==> src/rtl/spi_flash_command_engine_top_defines.svh <==
// assertion macros for the spi flash command engine
`ifndef SPI_FLASH_COMMAND_ENGINE_TOP_DEFINES_SVH
`define SPI_FLASH_COMMAND_ENGINE_TOP_DEFINES_SVH

// implication checked on every rising clock edge outside reset
`define SFC_ASSERT_IMPL(label, ante, cons, msg) \
  label: assert property (@(posedge clk) disable iff (rst) (ante) |-> (cons)) \
    else $error(msg);

// next-cycle implication checked outside reset
`define SFC_ASSERT_NEXT(label, ante, cons, msg) \
  label: assert property (@(posedge clk) disable iff (rst) (ante) |=> (cons)) \
    else $error(msg);

`endif

==> src/rtl/sfce_pkg.sv <==
// ----------------------------------------------------------------------------
// sfce_pkg
// shared types and constants of the spi flash command engine
// ----------------------------------------------------------------------------
`default_nettype none
package sfce_pkg;

  localparam logic [15:0] PollLimitReset = 16'd10000;
  localparam int unsigned QueueDepth = 2;

  typedef enum logic [2:0] {
    REQ_TICK  = 3'd0,
    REQ_ERASE = 3'd1,
    REQ_PROG  = 3'd2,
    REQ_READ  = 3'd3,
    REQ_DATA  = 3'd4,
    REQ_WREN  = 3'd5,
    REQ_WRDI  = 3'd6,
    REQ_WAIT  = 3'd7
  } req_t;

  localparam logic [7:0] CMD_WREN = 8'h06;
  localparam logic [7:0] CMD_WRDI = 8'h04;
  localparam logic [7:0] CMD_RDSR = 8'h05;
  localparam logic [7:0] CMD_SE   = 8'h20;
  localparam logic [7:0] CMD_PP   = 8'h02;
  localparam logic [7:0] CMD_READ = 8'h03;
  localparam logic [7:0] FILL_ONE = 8'hFF;

  // classified request handed from the front to the back
  typedef struct packed {
    req_t        kind;
    logic [23:0] address;
    logic [15:0] byte_count;
    logic [7:0]  data_byte;
    logic        miso;
  } item_t;

  // one result
  typedef struct packed {
    logic       cs_n;
    logic       sck;
    logic       mosi;
    logic       need_data;
    logic       read_valid;
    logic [7:0] read_byte;
    logic       busy_res;
    logic       done_res;
    logic       timed_out;
  } res_t;

endpackage
`default_nettype wire

==> src/rtl/spi_flash_command_engine_top.sv <==
// ----------------------------------------------------------------------------
// spi_flash_command_engine_top
// spi mode 0 nor flash command engine with request queue
// ----------------------------------------------------------------------------
//  channel | handshake           | payload
//  in      | in_valid/in_ready   | req_type address byte_count data_byte miso
//  out     | out_valid/out_ready | cs_n sck mosi need_data read_valid ...
//  cfg     | cfg_we              | cfg_wdata (busy poll limit)
// one request per cycle while the queue has room; each request yields one result via the queue and the result register
// a two-entry queue between intake and sequencer absorbs output stalls
// synchronous reset: no result valid, chip select register high, sck low, poll limit 10000
// ----------------------------------------------------------------------------
`default_nettype none
`include "spi_flash_command_engine_top_defines.svh"
module spi_flash_command_engine_top #(
  parameter int unsigned QueueDepth = sfce_pkg::QueueDepth
) (
  input  wire logic        clk,
  input  wire logic        rst,
  input  wire logic        cfg_we,
  input  wire logic [15:0] cfg_wdata,
  input  wire logic        in_valid,
  output logic             in_ready,
  input  wire logic [2:0]  req_type,
  input  wire logic [23:0] address,
  input  wire logic [15:0] byte_count,
  input  wire logic [7:0]  data_byte,
  input  wire logic        miso,
  output logic             out_valid,
  input  wire logic        out_ready,
  output logic             cs_n,
  output logic             sck,
  output logic             mosi,
  output logic             need_data,
  output logic             read_valid,
  output logic [7:0]       read_byte,
  output logic             busy_res,
  output logic             done_res,
  output logic             timed_out
);
  logic q_valid, q_ready;
  sfce_pkg::item_t q_item;
  sfce_pkg::res_t  r_data;

  // intake
  sfce_front #(.Depth(QueueDepth)) u_front (
    .clk, .rst, .in_valid, .in_ready, .req_type, .address, .byte_count,
    .data_byte, .miso, .q_valid, .q_ready, .q_item
  );

  // sequencer
  sfce_back u_back (
    .clk, .rst, .cfg_we, .cfg_wdata, .q_valid, .q_ready, .q_item,
    .r_valid(out_valid), .r_ready(out_ready), .r_data
  );

  assign cs_n       = r_data.cs_n;
  assign sck        = r_data.sck;
  assign mosi       = r_data.mosi;
  assign need_data  = r_data.need_data;
  assign read_valid = r_data.read_valid;
  assign read_byte  = r_data.read_byte;
  assign busy_res   = r_data.busy_res;
  assign done_res   = r_data.done_res;
  assign timed_out  = r_data.timed_out;

  // result consistency checks
  `SFC_ASSERT_IMPL(a_to_done, out_valid && timed_out, done_res, "timeout without done")
  `SFC_ASSERT_IMPL(a_done_idle, out_valid && done_res, !busy_res && cs_n, "done while busy")
  `SFC_ASSERT_NEXT(a_out_hold, out_valid && !out_ready, out_valid, "result dropped")
endmodule
`default_nettype wire

==> src/rtl/sfce_front.sv <==
// ----------------------------------------------------------------------------
// sfce_front
// request intake and a short queue toward the command sequencer
// ----------------------------------------------------------------------------
`default_nettype none
module sfce_front #(
  parameter int unsigned Depth = sfce_pkg::QueueDepth
) (
  input  wire logic          clk,
  input  wire logic          rst,
  input  wire logic          in_valid,
  output logic               in_ready,
  input  wire logic [2:0]    req_type,
  input  wire logic [23:0]   address,
  input  wire logic [15:0]   byte_count,
  input  wire logic [7:0]    data_byte,
  input  wire logic          miso,
  output logic               q_valid,
  input  wire logic          q_ready,
  output sfce_pkg::item_t    q_item
);
  localparam int unsigned AW = (Depth > 1) ? $clog2(Depth) : 1;

  sfce_pkg::item_t mem [Depth];
  logic [AW-1:0] wr_ptr, rd_ptr;
  logic [AW:0]   count;
  logic push, pop;
  sfce_pkg::item_t cls;

  // classify the incoming request
  always_comb begin
    cls.kind       = sfce_pkg::req_t'(req_type);
    cls.address    = address;
    cls.byte_count = byte_count;
    cls.data_byte  = data_byte;
    cls.miso       = miso;
  end

  assign in_ready = (count != (AW+1)'(Depth));
  assign push     = in_valid && in_ready;
  assign q_valid  = (count != '0);
  assign pop      = q_valid && q_ready;
  assign q_item   = mem[rd_ptr];

  // queue storage
  always_ff @(posedge clk) begin
    if (push) begin
      mem[wr_ptr] <= cls;
    end
  end

  // queue pointers
  always_ff @(posedge clk) begin
    if (rst) begin
      wr_ptr <= '0;
      rd_ptr <= '0;
      count  <= '0;
    end else begin
      if (push) begin
        wr_ptr <= (wr_ptr == AW'(Depth-1)) ? '0 : wr_ptr + 1'b1;
      end
      if (pop) begin
        rd_ptr <= (rd_ptr == AW'(Depth-1)) ? '0 : rd_ptr + 1'b1;
      end
      count <= count + (AW+1)'(push) - (AW+1)'(pop);
    end
  end
endmodule
`default_nettype wire

==> src/rtl/sfce_back.sv <==
// ----------------------------------------------------------------------------
// sfce_back
// command sequencer and pin engine, one queued request per cycle while the result register can take it
// ----------------------------------------------------------------------------
`default_nettype none
module sfce_back (
  input  wire logic        clk,
  input  wire logic        rst,
  input  wire logic        cfg_we,
  input  wire logic [15:0] cfg_wdata,
  input  wire logic        q_valid,
  output logic             q_ready,
  input  wire sfce_pkg::item_t q_item,
  output logic             r_valid,
  input  wire logic        r_ready,
  output sfce_pkg::res_t   r_data
);
  typedef enum logic [3:0] {
    ST_IDLE, ST_ONEBYTE, ST_CMD, ST_A2, ST_A1, ST_A0, ST_WAITDATA,
    ST_PDATA, ST_RDATA, ST_POLLCMD, ST_POLL, ST_GAPCMD, ST_GAPPOLL
  } state_t;

  state_t      op_state, op_state_next;
  logic [2:0]  pending_op, pending_op_next;
  logic [7:0]  tx_shift, tx_shift_next, rx_shift, rx_shift_next;
  logic [2:0]  bit_index, bit_index_next;
  logic        clock_phase, clock_phase_next;
  logic [15:0] bytes_left, bytes_left_next;
  logic [23:0] target_address, target_address_next;
  logic [15:0] polls_left, polls_left_next;
  logic        sck_level, sck_level_next, mosi_level, mosi_level_next;
  logic        select_n, select_n_next;
  logic [15:0] poll_limit;
  logic        step;
  logic        d_done, d_to, d_valid;
  logic [7:0]  d_byte;
  logic [15:0] dec_bytes, dec_polls;
  sfce_pkg::req_t k;

  // output register may be refilled while taken
  assign q_ready = !r_valid || r_ready;
  assign step    = q_valid && q_ready;
  assign k       = q_item.kind;
  assign dec_bytes = bytes_left - 16'd1;
  assign dec_polls = polls_left - 16'd1;

  // next state of the sequencer for one request
  always_comb begin
    logic [7:0] ld;
    logic       do_load;
    ld = '0;
    do_load = 1'b0;
    op_state_next = op_state;
    pending_op_next = pending_op;
    tx_shift_next = tx_shift;
    rx_shift_next = rx_shift;
    bit_index_next = bit_index;
    clock_phase_next = clock_phase;
    bytes_left_next = bytes_left;
    target_address_next = target_address;
    polls_left_next = polls_left;
    sck_level_next = sck_level;
    mosi_level_next = mosi_level;
    select_n_next = select_n;
    d_done = 1'b0;
    d_to = 1'b0;
    d_valid = 1'b0;
    d_byte = '0;
    if (k == sfce_pkg::REQ_TICK) begin
      unique case (op_state)
        ST_IDLE, ST_WAITDATA: begin
        end
        ST_GAPCMD: begin
          select_n_next = 1'b0;
          ld = (pending_op == sfce_pkg::REQ_ERASE) ? sfce_pkg::CMD_SE : sfce_pkg::CMD_PP;
          do_load = 1'b1;
          op_state_next = ST_CMD;
        end
        ST_GAPPOLL: begin
          select_n_next = 1'b0;
          ld = sfce_pkg::CMD_RDSR;
          do_load = 1'b1;
          op_state_next = ST_POLLCMD;
        end
        default: begin
          if (!clock_phase) begin
            sck_level_next = 1'b1;
            rx_shift_next = {rx_shift[6:0], q_item.miso};
            clock_phase_next = 1'b1;
          end else if (bit_index != 3'd7) begin
            sck_level_next = 1'b0;
            bit_index_next = bit_index + 3'd1;
            tx_shift_next = {tx_shift[6:0], 1'b0};
            mosi_level_next = tx_shift[6];
            clock_phase_next = 1'b0;
          end else begin
            sck_level_next = 1'b0;
            // end of a byte
            priority case (op_state)
              ST_ONEBYTE: begin
                select_n_next = 1'b1;
                if (pending_op == sfce_pkg::REQ_ERASE || pending_op == sfce_pkg::REQ_PROG) begin
                  op_state_next = ST_GAPCMD;
                end else begin
                  op_state_next = ST_IDLE;
                  d_done = 1'b1;
                end
              end
              ST_CMD: begin
                ld = target_address[23:16]; do_load = 1'b1; op_state_next = ST_A2;
              end
              ST_A2: begin
                ld = target_address[15:8]; do_load = 1'b1; op_state_next = ST_A1;
              end
              ST_A1: begin
                ld = target_address[7:0]; do_load = 1'b1; op_state_next = ST_A0;
              end
              ST_A0: begin
                if (pending_op == sfce_pkg::REQ_ERASE) begin
                  select_n_next = 1'b1; op_state_next = ST_GAPPOLL;
                end else if (pending_op == sfce_pkg::REQ_PROG) begin
                  if (bytes_left == '0) begin
                    select_n_next = 1'b1; op_state_next = ST_GAPPOLL;
                  end else begin
                    op_state_next = ST_WAITDATA;
                  end
                end else if (bytes_left == '0) begin
                  select_n_next = 1'b1; op_state_next = ST_IDLE; d_done = 1'b1;
                end else begin
                  ld = sfce_pkg::FILL_ONE; do_load = 1'b1; op_state_next = ST_RDATA;
                end
              end
              ST_PDATA: begin
                bytes_left_next = dec_bytes;
                if (dec_bytes == '0) begin
                  select_n_next = 1'b1; op_state_next = ST_GAPPOLL;
                end else begin
                  op_state_next = ST_WAITDATA;
                end
              end
              ST_RDATA: begin
                d_valid = 1'b1;
                d_byte = rx_shift;
                bytes_left_next = dec_bytes;
                if (dec_bytes == '0) begin
                  select_n_next = 1'b1; op_state_next = ST_IDLE; d_done = 1'b1;
                end else begin
                  ld = sfce_pkg::FILL_ONE; do_load = 1'b1;
                end
              end
              ST_POLLCMD: begin
                polls_left_next = (poll_limit == '0) ? 16'd1 : poll_limit;
                ld = sfce_pkg::CMD_RDSR; do_load = 1'b1; op_state_next = ST_POLL;
              end
              ST_POLL: begin
                polls_left_next = dec_polls;
                if (!rx_shift[0]) begin
                  select_n_next = 1'b1; op_state_next = ST_IDLE; d_done = 1'b1;
                end else if (dec_polls == '0) begin
                  select_n_next = 1'b1; op_state_next = ST_IDLE;
                  d_done = 1'b1; d_to = 1'b1;
                end else begin
                  ld = sfce_pkg::CMD_RDSR; do_load = 1'b1;
                end
              end
              default: begin
                select_n_next = 1'b1; op_state_next = ST_IDLE;
              end
            endcase
          end
        end
      endcase
    end else if (k == sfce_pkg::REQ_DATA) begin
      if (op_state == ST_WAITDATA) begin
        ld = q_item.data_byte; do_load = 1'b1; op_state_next = ST_PDATA;
      end
    end else if (op_state == ST_IDLE) begin
      pending_op_next = k;
      target_address_next = q_item.address;
      bytes_left_next = q_item.byte_count;
      select_n_next = 1'b0;
      sck_level_next = 1'b0;
      do_load = 1'b1;
      priority case (k)
        sfce_pkg::REQ_ERASE, sfce_pkg::REQ_PROG, sfce_pkg::REQ_WREN: begin
          ld = sfce_pkg::CMD_WREN; op_state_next = ST_ONEBYTE;
        end
        sfce_pkg::REQ_WRDI: begin
          ld = sfce_pkg::CMD_WRDI; op_state_next = ST_ONEBYTE;
        end
        sfce_pkg::REQ_READ: begin
          ld = sfce_pkg::CMD_READ; op_state_next = ST_CMD;
        end
        default: begin
          ld = sfce_pkg::CMD_RDSR; op_state_next = ST_POLLCMD;
        end
      endcase
    end
    if (do_load) begin
      tx_shift_next = ld;
      rx_shift_next = '0;
      bit_index_next = '0;
      clock_phase_next = 1'b0;
      mosi_level_next = ld[7];
    end
  end

  // sequencer state and output register
  always_ff @(posedge clk) begin
    if (rst) begin
      op_state <= ST_IDLE;
      pending_op <= '0;
      tx_shift <= '0;
      rx_shift <= '0;
      bit_index <= '0;
      clock_phase <= 1'b0;
      bytes_left <= '0;
      target_address <= '0;
      polls_left <= '0;
      sck_level <= 1'b0;
      mosi_level <= 1'b0;
      select_n <= 1'b1;
      poll_limit <= sfce_pkg::PollLimitReset;
      r_valid <= 1'b0;
    end else begin
      if (cfg_we) begin
        poll_limit <= cfg_wdata;
      end
      if (step) begin
        op_state <= op_state_next;
        pending_op <= pending_op_next;
        tx_shift <= tx_shift_next;
        rx_shift <= rx_shift_next;
        bit_index <= bit_index_next;
        clock_phase <= clock_phase_next;
        bytes_left <= bytes_left_next;
        target_address <= target_address_next;
        polls_left <= polls_left_next;
        sck_level <= sck_level_next;
        mosi_level <= mosi_level_next;
        select_n <= select_n_next;
        r_valid <= 1'b1;
        r_data.cs_n <= select_n_next;
        r_data.sck <= sck_level_next;
        r_data.mosi <= mosi_level_next;
        r_data.need_data <= (op_state_next == ST_WAITDATA);
        r_data.read_valid <= d_valid;
        r_data.read_byte <= d_byte;
        r_data.busy_res <= (op_state_next != ST_IDLE);
        r_data.done_res <= d_done;
        r_data.timed_out <= d_to;
      end else if (r_ready) begin
        r_valid <= 1'b0;
      end
    end
  end
endmodule
`default_nettype wire

==> config.mk <==
export PLATFORM = sky130hd
export DESIGN_NAME = spi_flash_command_engine_top
export DESIGN_NICKNAME = d
export VERILOG_FILES = /design/src/rtl/sfce_pkg.sv /design/src/rtl/spi_flash_command_engine_top.sv /design/src/rtl/sfce_front.sv /design/src/rtl/sfce_back.sv
export VERILOG_INCLUDE_DIRS = /design/src /design/src/rtl
export SDC_FILE = /design/constraint.sdc
export NUM_CORES = 1
export LEC_CHECK = 0
export ABC_CLOCK_PERIOD_IN_PS = 4860
export BUFFER_PORTS_ARGS = -buffer_cell sky130_fd_sc_hd__buf_2
export CAP_MARGIN = 40
export CORE_MARGIN = 5
export CORE_UTILIZATION = 60
export CTS_BUF_LIST = sky130_fd_sc_hd__clkbuf_4 sky130_fd_sc_hd__clkbuf_8 sky130_fd_sc_hd__clkbuf_16
export DETAILED_ROUTE_END_ITERATION = 12
export PLACE_DENSITY_LB_ADDON = 0.25
export SYNTH_ARGS = -nofsm -noshare
export SYNTH_HDL_FRONTEND = slang
export SYNTH_HIERARCHICAL = 1
export SYNTH_SLANG_ARGS = --single-unit
==> constraint.sdc <==
create_clock -name clk -period 4.86 [get_ports clk]
set_input_delay 0.972 -clock clk [delete_from_list [all_inputs] [get_ports clk]]
set_output_delay 0.972 -clock clk [all_outputs]
set_load 0.02 [all_outputs]
==> flow_metrics.tcl, run 1 <==
set metrics [dict create \
    synth_area_um2 10700 \
    synth-async-reset-ratio 0 \
    hold_violations 0 \
    final_common_cell "edfxtp_1" \
    finalClockSkew_ns 0.0134 \
    reg2reg_from "u_back/bytes_left[0]$_SDFFE_PP0P_" \
    stdcell_area_um2 12100 \
    tightest_slew_ns 0.916 \
    grt.total_usage 0.224 \
    crit_arrival_ns 3.71 \
    die_area_um2 20700 \
    hold_slack_ns 0.454 \
    start_util 0.604 \
    synthMuxAreaShare 0.0669 \
    port_buffers 90 \
    grt_pass1_vias 7680 \
    p_leak_nw 4.41 \
    cts_buffers 24 \
    slew_violations 0 \
    finalSetupViolCount 0 \
    relSlewSlack 0.388 \
    min_period_over_period 0.711 \
    synthCells 1038 \
    critPathMaxFanout 9 \
    min_period_ns 3.46 \
    yosys_warnings 6 \
    grt_overflow 0 \
    core-area_um2 17800 \
    synth_edf_count 120 \
    dpl_cell_area_um2 11300 \
    synth-seq-cells 227 \
    powerDensity_nw_per_um2 580 \
    required_ns 5.11 \
    worstSetupStartpointType "register" \
    syn_to_final_growth_pct 12.9 \
    io_pins 91 \
    max_cap_violations 0 \
    dr.pass1.iters 5 \
    cts_tree "done" \
    clkSinkCount 227 \
    post_cts_buffers 0 \
    r2r_slack_ns 1.40 \
    gp_congestion 0.890 \
    mostFrequentLayoutCells "120 x edfxtp_1, 117 x nand2_1, 107 x nor2_1" \
    hold_path.class "register to register" \
    whs_endpoint "u_back/target_address[22]$_SDFFE_PP0P_" \
    hold_depth 2 \
    synth_top_family_by_area "simple AND/OR/NAND/NOR gates" \
    synth_compound_area_frac 0.169 \
    max-vdd-ir-drop_v 0.000407 \
    cts-root-buf "clkbuf_16" \
    clockBufferDepth 3 \
    rows 49 \
    drt-initial-drc-count 784 \
    grt_pass1_wl_mm 38.1 \
    nets 1193 \
    clock_latency_ns 0.52 \
    end_kind "register" \
    grt_max_degree 59 \
    synthSimpleGateAreaFrac 0.173 \
    wl_mm 23.5 \
    cts_resized 0 \
    rr_worst_depth 13 \
    power.total_mw 7.03 \
    syn_avg_cell_area_um2 10.3 \
    dpl.hpwl_mm 15.5 \
    finalSetupTns_ns 0 \
    synth_ff_type "edfxtp_1" \
    die_x_um 144 \
    synth-xor-area-share 0.00559 \
    fmax_mhz 289 \
    yosysUniqueCellTypes 96 \
    ys_seq_area_frac 0.535 \
    timing.rr.end "u_back/r_data[2]$_DFFE_PP_" \
    status "finished, final reports clean" \
    num_vias 8287 \
    antenna_left 0 \
    crit_type "register to register" \
    wl_per_cell_um 17.4 \
    htree_num_levels 1 \
    vias_per_cell 6.13 \
    die_h_um 144 \
    final_util 0.682 \
    synthAdderAreaFrac 0.0163 \
    hold_start "u_back/target_address[22]$_SDFFE_PP0P_" \
    rsz0062_at_grt "false" \
    clk_pin_slew_worst_paths_ns 0.06 \
    drive_gt1_frac 0.215 \
    syn_nets 1125 \
    antennaDiodeCount 0 \
    drcViolationCount 0 \
    hold_buffers 0 \
    antenna_found_initial 0 \
]
[worst max-delay path, cell delays in order, from the launching register on]
cell and delay (ns):
dfxtp_1 0.38, inv_1 0.11, ha_1 0.28, nor3b_4 0.33, and2_1 0.26, nand3_1 0.19
ha_1 0.35, nor2b_1 0.04, o21ai_0 0.15, nand3_1 0.10, a211o_1 0.26, o21ai_0 0.24
nand2_1 0.11, or3b_1 0.40
[cell type report]
cell class	instances	area (µm²)
clock inverters	11	144
flip-flops and latches	227	5750
fillers	1372	5650
clock buffers	32	673
well taps	229	287
repair buffers	106	589
multi-input cells	732	4630
inverters	15	56.3
[cells by family after synthesis]
logic type,Yosys count
buffers and inverters,79
AO/OA/AOI/OAI,272
multiplexers,65
AND/OR/NAND/NOR,375
flip-flops,227
adder cells (fa/ha/maj),14
XOR/XNOR,6
[power breakdown]
group          internal (mW)  switching [mW]
clock network           1.14           0.724
logic                  0.969            1.54
registers               2.40           0.266
[per-stage QoR]
stage / setup WS (ns) / cells
finish: 1.40 / 1352
global route: 1.18 / 1352
CTS: 1.46 / 1352
detailed placement: 1.53 / 1309
global placement: 1.64 / 1304
floorplan: 1.75 / 1038
[Yosys cell counts (3+ instances only)]
master       n  area, µm²
nor4_1       6       37.5
nand2_1    117        439
clkbuf_1    43        161
mux2_2      53        597
or2_2        5       31.3
nor2_1     107        402
a22o_1       9       78.8
o31ai_1      3       22.5
inv_1       15       56.3
dfxtp_1    107       2140
nand3_1     23        115
edfxtp_1   120       3600
o211ai_1     4       30.0
nand4_1      9       56.3
o22ai_1      8       50.1
nor4b_1      5       43.8
buf_2       11       55.1
a221oi_1     4       35.0
a2111oi_0    5       43.8
and2_1       7       43.8
a32o_1       3       30.0
a211oi_1    17        128
nand2b_1    12       75.1
o21a_1       5       37.5
nor3_1      26        130
o21ai_0     56        280
a22oi_1     14        105
nor2b_1     15       93.8
mux2i_1     11        110
nor3b_1      3       22.5
and3b_1      3       26.3
a21oi_1     86        430
a211o_1      6       52.6
and3_1      11       68.8
a31oi_1     11       68.8
a31o_2       5       43.8
o32ai_1      4       35.0
ha_1        14        175
xor2_1       3       26.3
[worst max-delay path by stage]
stage                                                end                               from  cells after the start  slack [ns]
after floorplan           u_back/mosi_level$_SDFFE_PP0P_                           register                     12        1.75
after global placement        u_back/r_data[2]$_DFFE_PP_  u_back/bytes_left[0]$_SDFFE_PP0P_                     13        1.64
after detailed placement      u_back/r_data[2]$_DFFE_PP_  u_back/bytes_left[0]$_SDFFE_PP0P_                     13        1.53
after CTS                     u_back/r_data[2]$_DFFE_PP_  u_back/bytes_left[0]$_SDFFE_PP0P_                     13        1.46
after global routing          u_back/r_data[2]$_DFFE_PP_  u_back/bytes_left[1]$_SDFFE_PP0P_                     13        1.18
final                         u_back/r_data[2]$_DFFE_PP_  u_back/bytes_left[0]$_SDFFE_PP0P_                     13        1.40
[flip-flops by register name, summed over array words and instances, names as in the netlist, named ones only]
| register | flops |
|---|---|
| u_back/bit_index | 3 |
| u_back/bytes_left | 16 |
| u_back/clock_phase | 1 |
| u_back/mosi_level | 1 |
| u_back/op_state | 4 |
| u_back/pending_op | 3 |
| u_back/poll_limit | 16 |
| u_back/polls_left | 16 |
| u_back/r_data | 16 |
| u_back/r_valid | 1 |
| u_back/rx_shift | 8 |
| u_back/sck_level | 1 |
| u_back/select_n | 1 |
| u_back/target_address | 24 |
| u_back/tx_shift | 7 |
| u_front/count | 2 |
| u_front/mem | 104 |
| u_front/rd_ptr | 1 |
| u_front/wr_ptr | 1 |
[per-layer routing]
layer | routed length [µm] | vias up | global-route usage
li1 | - | 3979 | -
met1 | 10500 | 3957 | 0.322
met2 | 10800 | 306 | 0.356
met3 | 1650 | 45 | 0.0356
met4 | 522 | 0 | 0.0575
met5 | 0 | - | 0
No activity file was read; power rests on OpenSTA's default activity.
==> inputs of run 2 (changes only) <==
--- a/config.mk
+++ b/config.mk
@@ -6,11 +6,11 @@
 export SDC_FILE = /design/constraint.sdc
 export NUM_CORES = 1
 export LEC_CHECK = 0
-export ABC_CLOCK_PERIOD_IN_PS = 4860
+export ABC_CLOCK_PERIOD_IN_PS = 3170
 export BUFFER_PORTS_ARGS = -buffer_cell sky130_fd_sc_hd__buf_2
 export CAP_MARGIN = 40
 export CORE_MARGIN = 5
-export CORE_UTILIZATION = 60
+export CORE_UTILIZATION = 54
 export CTS_BUF_LIST = sky130_fd_sc_hd__clkbuf_4 sky130_fd_sc_hd__clkbuf_8 sky130_fd_sc_hd__clkbuf_16
 export DETAILED_ROUTE_END_ITERATION = 12
 export PLACE_DENSITY_LB_ADDON = 0.25
==> constraint.sdc (replaced) <==
create_clock -name clk -period 3.17 [get_ports clk]
set_input_delay 0.634 -clock clk [delete_from_list [all_inputs] [get_ports clk]]
set_output_delay 0.634 -clock clk [all_outputs]
set_load 0.02 [all_outputs]
==> run 2 against run 1 <==
Against the previous run: sequential share of layout area fell by 1.1 points; cell count rose by 4.4%; die area rose by 10%; clock power rose by 53%; combinational power rose by 66%; register-to-register slack got worse by 1.3 ns; routed wire length rose by 1.4%; maximum frequency rose by 14%; largest cell class unchanged; largest power group is now combinational cells.
==> flow_metrics.tcl, run 2 (synthesis gave the netlist of run 1 again) <==
set metrics [dict create \
    finalSetupViolCount 0 \
    die_h_um 151 \
    status "finished, final reports clean" \
    final_util 0.636 \
    cp_top_family "simple AND/OR/NAND/NOR gates" \
    max_cap_violations 0 \
    crit_path_max_incr_delay_ns 0.48 \
    final_common_cell "edfxtp_1" \
    antenna_found_initial 0 \
    drcViolationCount 0 \
    finalClockSkew_ns 0.00828 \
    grt_overflow 0 \
    dr.pass1.iters 7 \
    core-area_um2 19500 \
    dpl_cell_area_um2 11500 \
    relSlewSlack 0.581 \
    hold_violations 0 \
    hold_path.class "input pin to register" \
    num_vias 8385 \
    max-vdd-ir-drop_v 0.000531 \
    antenna_left 0 \
    htree_num_levels 1 \
    drt-initial-drc-count 769 \
    wl_per_cell_um 16.9 \
    mostFrequentLayoutCells "120 x edfxtp_1, 117 x nand2_1, 107 x nor2_1" \
    io_pins 91 \
    syn_to_final_growth_pct 15.7 \
    min_period_over_period 0.953 \
    cts_buffers 24 \
    largest_register_ffs 104 \
    critPathMaxFanout 9 \
    clock_latency_ns 0.51 \
    cts-root-buf "clkbuf_16" \
    rows 51 \
    p_leak_nw 4.53 \
    slew_violations 0 \
    worstSetupStartpointType "register" \
    crit_arrival_ns 3.28 \
    die_x_um 151 \
    grt_pass1_vias 7810 \
    port_buffers 90 \
    power.total_mw 11.1 \
    drive_gt1_frac 0.238 \
    clockBufferDepth 3 \
    wl_mm 23.8 \
    gp_congestion 0.984 \
    vias_per_cell 5.94 \
    path_depth 10 \
    crit_type "register to register" \
    start_util 0.550 \
    hold_depth 1 \
    critical_path.cell_chain "inv_1 -> ha_1 -> or4b_1 -> o22ai_1 -> a22o_2 -> nand4_2 -> a31o_2 -> o221ai_1 -> a21oi_1 -> or3b_1" \
    top_register "u_front/mem" \
    grt_pass1_wl_mm 39.0 \
    cts_tree "done" \
    fmax_mhz 331 \
    clkSinkCount 227 \
    min_period_ns 3.02 \
    stdcell_area_um2 12400 \
    tightest_slew_ns 0.628 \
    top_regs "u_front/mem x104, u_back/target_address x24" \
    clk_pin_slew_worst_paths_ns 0.06 \
    nets 1216 \
    cpMaxStageDelayCell "or4b_1" \
    rsz0062_at_grt "false" \
    die_area_um2 22800 \
    dpl.hpwl_mm 16.3 \
    rr_worst_depth 10 \
    antennaDiodeCount 0 \
    grt_max_degree 52 \
    end_kind "register" \
    grt.total_usage 0.208 \
    required_ns 3.42 \
    critical_path_buf_inv_count 1 \
    powerDensity_nw_per_um2 892 \
]
==> run 2: cell types whose count changed in the layout (fill, tap and decap cells not counted), moves of 2 or more <==
cell	before	now
clkinv_2	5	3
nor4b_2	0	2
clkbuf_8	2	6
clkinv_4	0	2
buf_4	11	36
nor4b_1	5	3
==> run 2: metal layers <==
layer / global-route usage / wire [µm] / up-vias / part of all wire
met4: 0.0539 / 453 / 0 / 0.019
met5: 0 / 0 / - / 0
met3: 0.0293 / 1580 / 38 / 0.067
met2: 0.323 / 10800 / 310 / 0.46
met1: 0.309 / 10900 / 3999 / 0.46
li1: - / - / 4038 / -
==> run 2: layout make-up <==
| type | instances | area (µm²) |
|---|---|---|
| Fill cell | 1618 | 7100 |
| Sequential cell | 227 | 5750 |
| Multi-Input combinational cell | 732 | 4690 |
| Timing Repair Buffer | 129 | 766 |
| Clock buffer | 35 | 721 |
| Tap cell | 265 | 332 |
| Clock inverter | 9 | 113 |
| Inverter | 15 | 56.3 |
==> run 2: per-stage QoR <==
| step | worst slack [ns] | hold WS [ns] | std cells | TNS (ns) |
|---|---|---|---|---|
| finish | 0.150 | 0.306 | 1412 | 0 |
| global route | 0.0116 | 0.286 | 1412 | 0 |
| detailed placement | -0.129 | 0.447 | 1367 | -0.129 |
| global placement | 0.0542 | 0.443 | 1366 | 0 |
| CTS | 0.0277 | 0.284 | 1412 | 0 |
| floorplan | 0.0555 | 0.434 | 1038 | 0 |
==> run 2: final timing paths <==
kind                                          startpoint                                      to  slack (ns)
setup reg to reg       u_back/polls_left[0]$_SDFFE_PP0P_              u_back/r_data[2]$_DFFE_PP_        0.15
hold reg to reg   u_back/target_address[20]$_SDFFE_PP0P_  u_back/target_address[20]$_SDFFE_PP0P_        0.46
setup / recovery       u_back/polls_left[0]$_SDFFE_PP0P_              u_back/r_data[2]$_DFFE_PP_        0.15
hold / removal                            byte_count[12]            u_front/mem[0][21]$_DFFE_PP_        0.31
==> run 2: what timing repair did <==
action | 4_1_cts | 5_1_grt
cloned | 0 | 0
pin swaps | 0 | 1
buffers inserted | 1 | 0
gates resized for setup | 1 | 10
hold buffers | 0 | 0
endpoints found under the setup margin | 1 | 21
==> run 2: power by group <==
part	internal (mW)	switching [mW]	leakage, nW	total [mW]
logic	1.69	2.47	2.11	4.16
clock network	1.75	1.10	0.419	2.85
registers	3.68	0.393	2.00	4.07
total	7.11	3.97	4.53	11.1
==> inputs of run 3 (changes only) <==
--- a/config.mk
+++ b/config.mk
@@ -7,13 +7,14 @@
 export NUM_CORES = 1
 export LEC_CHECK = 0
 export ABC_CLOCK_PERIOD_IN_PS = 3170
-export BUFFER_PORTS_ARGS = -buffer_cell sky130_fd_sc_hd__buf_2
+export BUFFER_PORTS_ARGS = -buffer_cell sky130_fd_sc_hd__buf_4
 export CAP_MARGIN = 40
 export CORE_MARGIN = 5
 export CORE_UTILIZATION = 54
 export CTS_BUF_LIST = sky130_fd_sc_hd__clkbuf_4 sky130_fd_sc_hd__clkbuf_8 sky130_fd_sc_hd__clkbuf_16
 export DETAILED_ROUTE_END_ITERATION = 12
 export PLACE_DENSITY_LB_ADDON = 0.25
+export REMOVE_ABC_BUFFERS = 1
 export SYNTH_ARGS = -nofsm -noshare
 export SYNTH_HDL_FRONTEND = slang
 export SYNTH_HIERARCHICAL = 1
==> run 3 against run 2 <==
Against the previous run: critical endpoint unchanged; worst setup slack gained 0.013 ns; non-clock buffer count shrank 3; design area up 1.9%.
==> flow_metrics.tcl, run 3 (synthesis gave the netlist of run 1 again) <==
set metrics [dict create \
    hold_start "address[3]" \
    io_pins 91 \
    antennaDiodeCount 0 \
    min_period_over_period 0.949 \
    drcViolationCount 0 \
    r2r_slack_ns 0.16 \
    end_kind "register" \
    final_util 0.648 \
    final_common_cell "buf_4" \
    max_cap_violations 0 \
    clk_pin_slew_worst_paths_ns 0.06 \
    relSlewSlack 0.509 \
    gp_congestion 0.921 \
    hold_buffers 0 \
    mostFrequentLayoutCells "124 x buf_4, 120 x edfxtp_1, 117 x nand2_1" \
    top_register "u_front/mem" \
    rows 51 \
    crit_type "register to register" \
    core-area_um2 19500 \
    antenna_left 0 \
    fmax_mhz 332 \
    reg2reg_from "u_back/polls_left[1]$_SDFFE_PP0P_" \
    hold_path.class "input pin to register" \
    dp_cells 1364 \
    clkSinkCount 227 \
    rr_worst_depth 10 \
    max-vdd-ir-drop_v 0.000622 \
    cts_buffers 24 \
    register_area_um2 5750 \
    timing.rr.end "u_back/r_data[2]$_DFFE_PP_" \
    wl_mm 24.1 \
    die_h_um 151 \
    dpl_cell_area_um2 11700 \
    drive_gt1_frac 0.234 \
    finalSetupViolCount 0 \
    min_period_ns 3.01 \
    antenna_found_initial 0 \
    critPathMaxFanout 7 \
    num_vias 8248 \
    required_ns 3.43 \
    stdcell_count 1409 \
    nets 1213 \
    die_area_um2 22800 \
    crit_path_max_incr_delay_ns 0.51 \
    tightest_slew_ns 0.736 \
    dr.pass1.iters 6 \
    grt_max_degree 68 \
    dpl.hpwl_mm 16.3 \
    cts_tree "done" \
    critical_path.cell_chain "inv_1 -> ha_1 -> or4b_4 -> xnor2_2 -> nor3_1 -> nand4_2 -> a31o_2 -> o221ai_1 -> a21oi_1 -> or3b_1" \
    grt_pass1_vias 7805 \
    wl_per_cell_um 17.1 \
    start_util 0.550 \
    slew_violations 0 \
    finalClockSkew_ns 0.0167 \
    vias_per_cell 5.85 \
    clock_latency_ns 0.53 \
    hold_violations 0 \
    crit_path_end "u_back/r_data[2]$_DFFE_PP_" \
    grt_overflow 0 \
    worstSetupStartpointType "register" \
    stdcell_area_um2 12700 \
    status "finished, final reports clean" \
    largest_register_ffs 104 \
    top_regs "u_front/mem x104, u_back/target_address x24" \
    nFillCells 1589 \
    grt.total_usage 0.211 \
    grt_pass1_wl_mm 39.0 \
    cts-root-buf "clkbuf_16" \
    syn_to_final_growth_pct 17.8 \
    port_buffers 90 \
    power.total_mw 11.3 \
    multiInputGateArea_um2 4660 \
    htree_num_levels 1 \
    p_leak_nw 4.61 \
    drt-initial-drc-count 646 \
    clockBufferDepth 3 \
    worstSetupStartpoint "u_back/polls_left[1]$_SDFFE_PP0P_" \
    cpMaxStageDelayCell "or4b_4" \
    crit_arrival_ns 3.27 \
    die_x_um 151 \
    powerDensity_nw_per_um2 890 \
]
-- run 3: changes by cell type in the layout (fill, tap and decap cells not counted), moves of 2 or more --
cell | before | now
clkinv_2 | 3 | 5
clkbuf_8 | 6 | 4
clkinv_4 | 2 | 0
clkbuf_4 | 5 | 3
bufinv_16 | 2 | 4
buf_4 | 36 | 124
buf_2 | 91 | 0
-- run 3: layer usage --
metal | part of all wire | vias up | GRT usage
met3 | 0.063 | 40 | 0.0314
met4 | 0.022 | 0 | 0.0544
met1 | 0.44 | 3933 | 0.292
met2 | 0.47 | 260 | 0.350
li1 | - | 4015 | -
met5 | 0 | - | 0
-- run 3: repair_timing --
item                                    CTS  global route
endpoints found under the setup margin    0            10
buffers inserted                          0             1
gates resized for setup                   0             8
-- run 3: worst min-delay path by stage --
stage                                                        end  cells after the start  slack (ns)
after global placement     u_back/target_address[2]$_SDFFE_PP0P_                      2        0.44
final                               u_front/mem[0][28]$_DFFE_PP_                      1        0.29
after floorplan           u_back/target_address[17]$_SDFFE_PP0P_                      2        0.43
after detailed placement  u_back/target_address[21]$_SDFFE_PP0P_                      2        0.45
after CTS                           u_front/mem[0][28]$_DFFE_PP_                      1        0.27
after global routing                u_front/mem[0][40]$_DFFE_PP_                      1        0.27
-- run 3: through the flow --
step	TNS [ns]	hold slack, ns	setup slack [ns]
floorplan	-88.29	0.430	-1.33
global placement	0	0.444	0.206
detailed placement	0	0.446	0.0964
CTS	0	0.270	0.0589
global route	-0.0177	0.269	-0.0177
finish	0	0.290	0.162
-- run 3: critical path, delay by kind of cell, from the launching register on --
family | cells | cell delay, ns
AOI/OAI and AO/OA | 3 | 0.66
xor gates and xnor gates | 1 | 0.16
adders and majority gates | 1 | 0.18
buffers and inverters | 1 | 0.10
DFF | 1 | 0.36
and+or+nand+nor | 4 | 1.30
-- run 3: report_power, final --
group          internal [mW]  switching, mW
registers               3.68          0.384
clock network           1.90           1.13
logic                   1.71           2.46
total                   7.29           3.98
-- run 3: cell type report --
| cell class | count | area share |
|---|---|---|
| Clock buffer | 32 | 0.0556 |
| Clock inverter | 12 | 0.0149 |
| Inverter | 15 | 0.00445 |
| Multi-Input combinational cell | 732 | 0.368 |
| Sequential cell | 227 | 0.454 |
| Tap cell | 265 | 0.0262 |
| Timing Repair Buffer | 126 | 0.0767 |
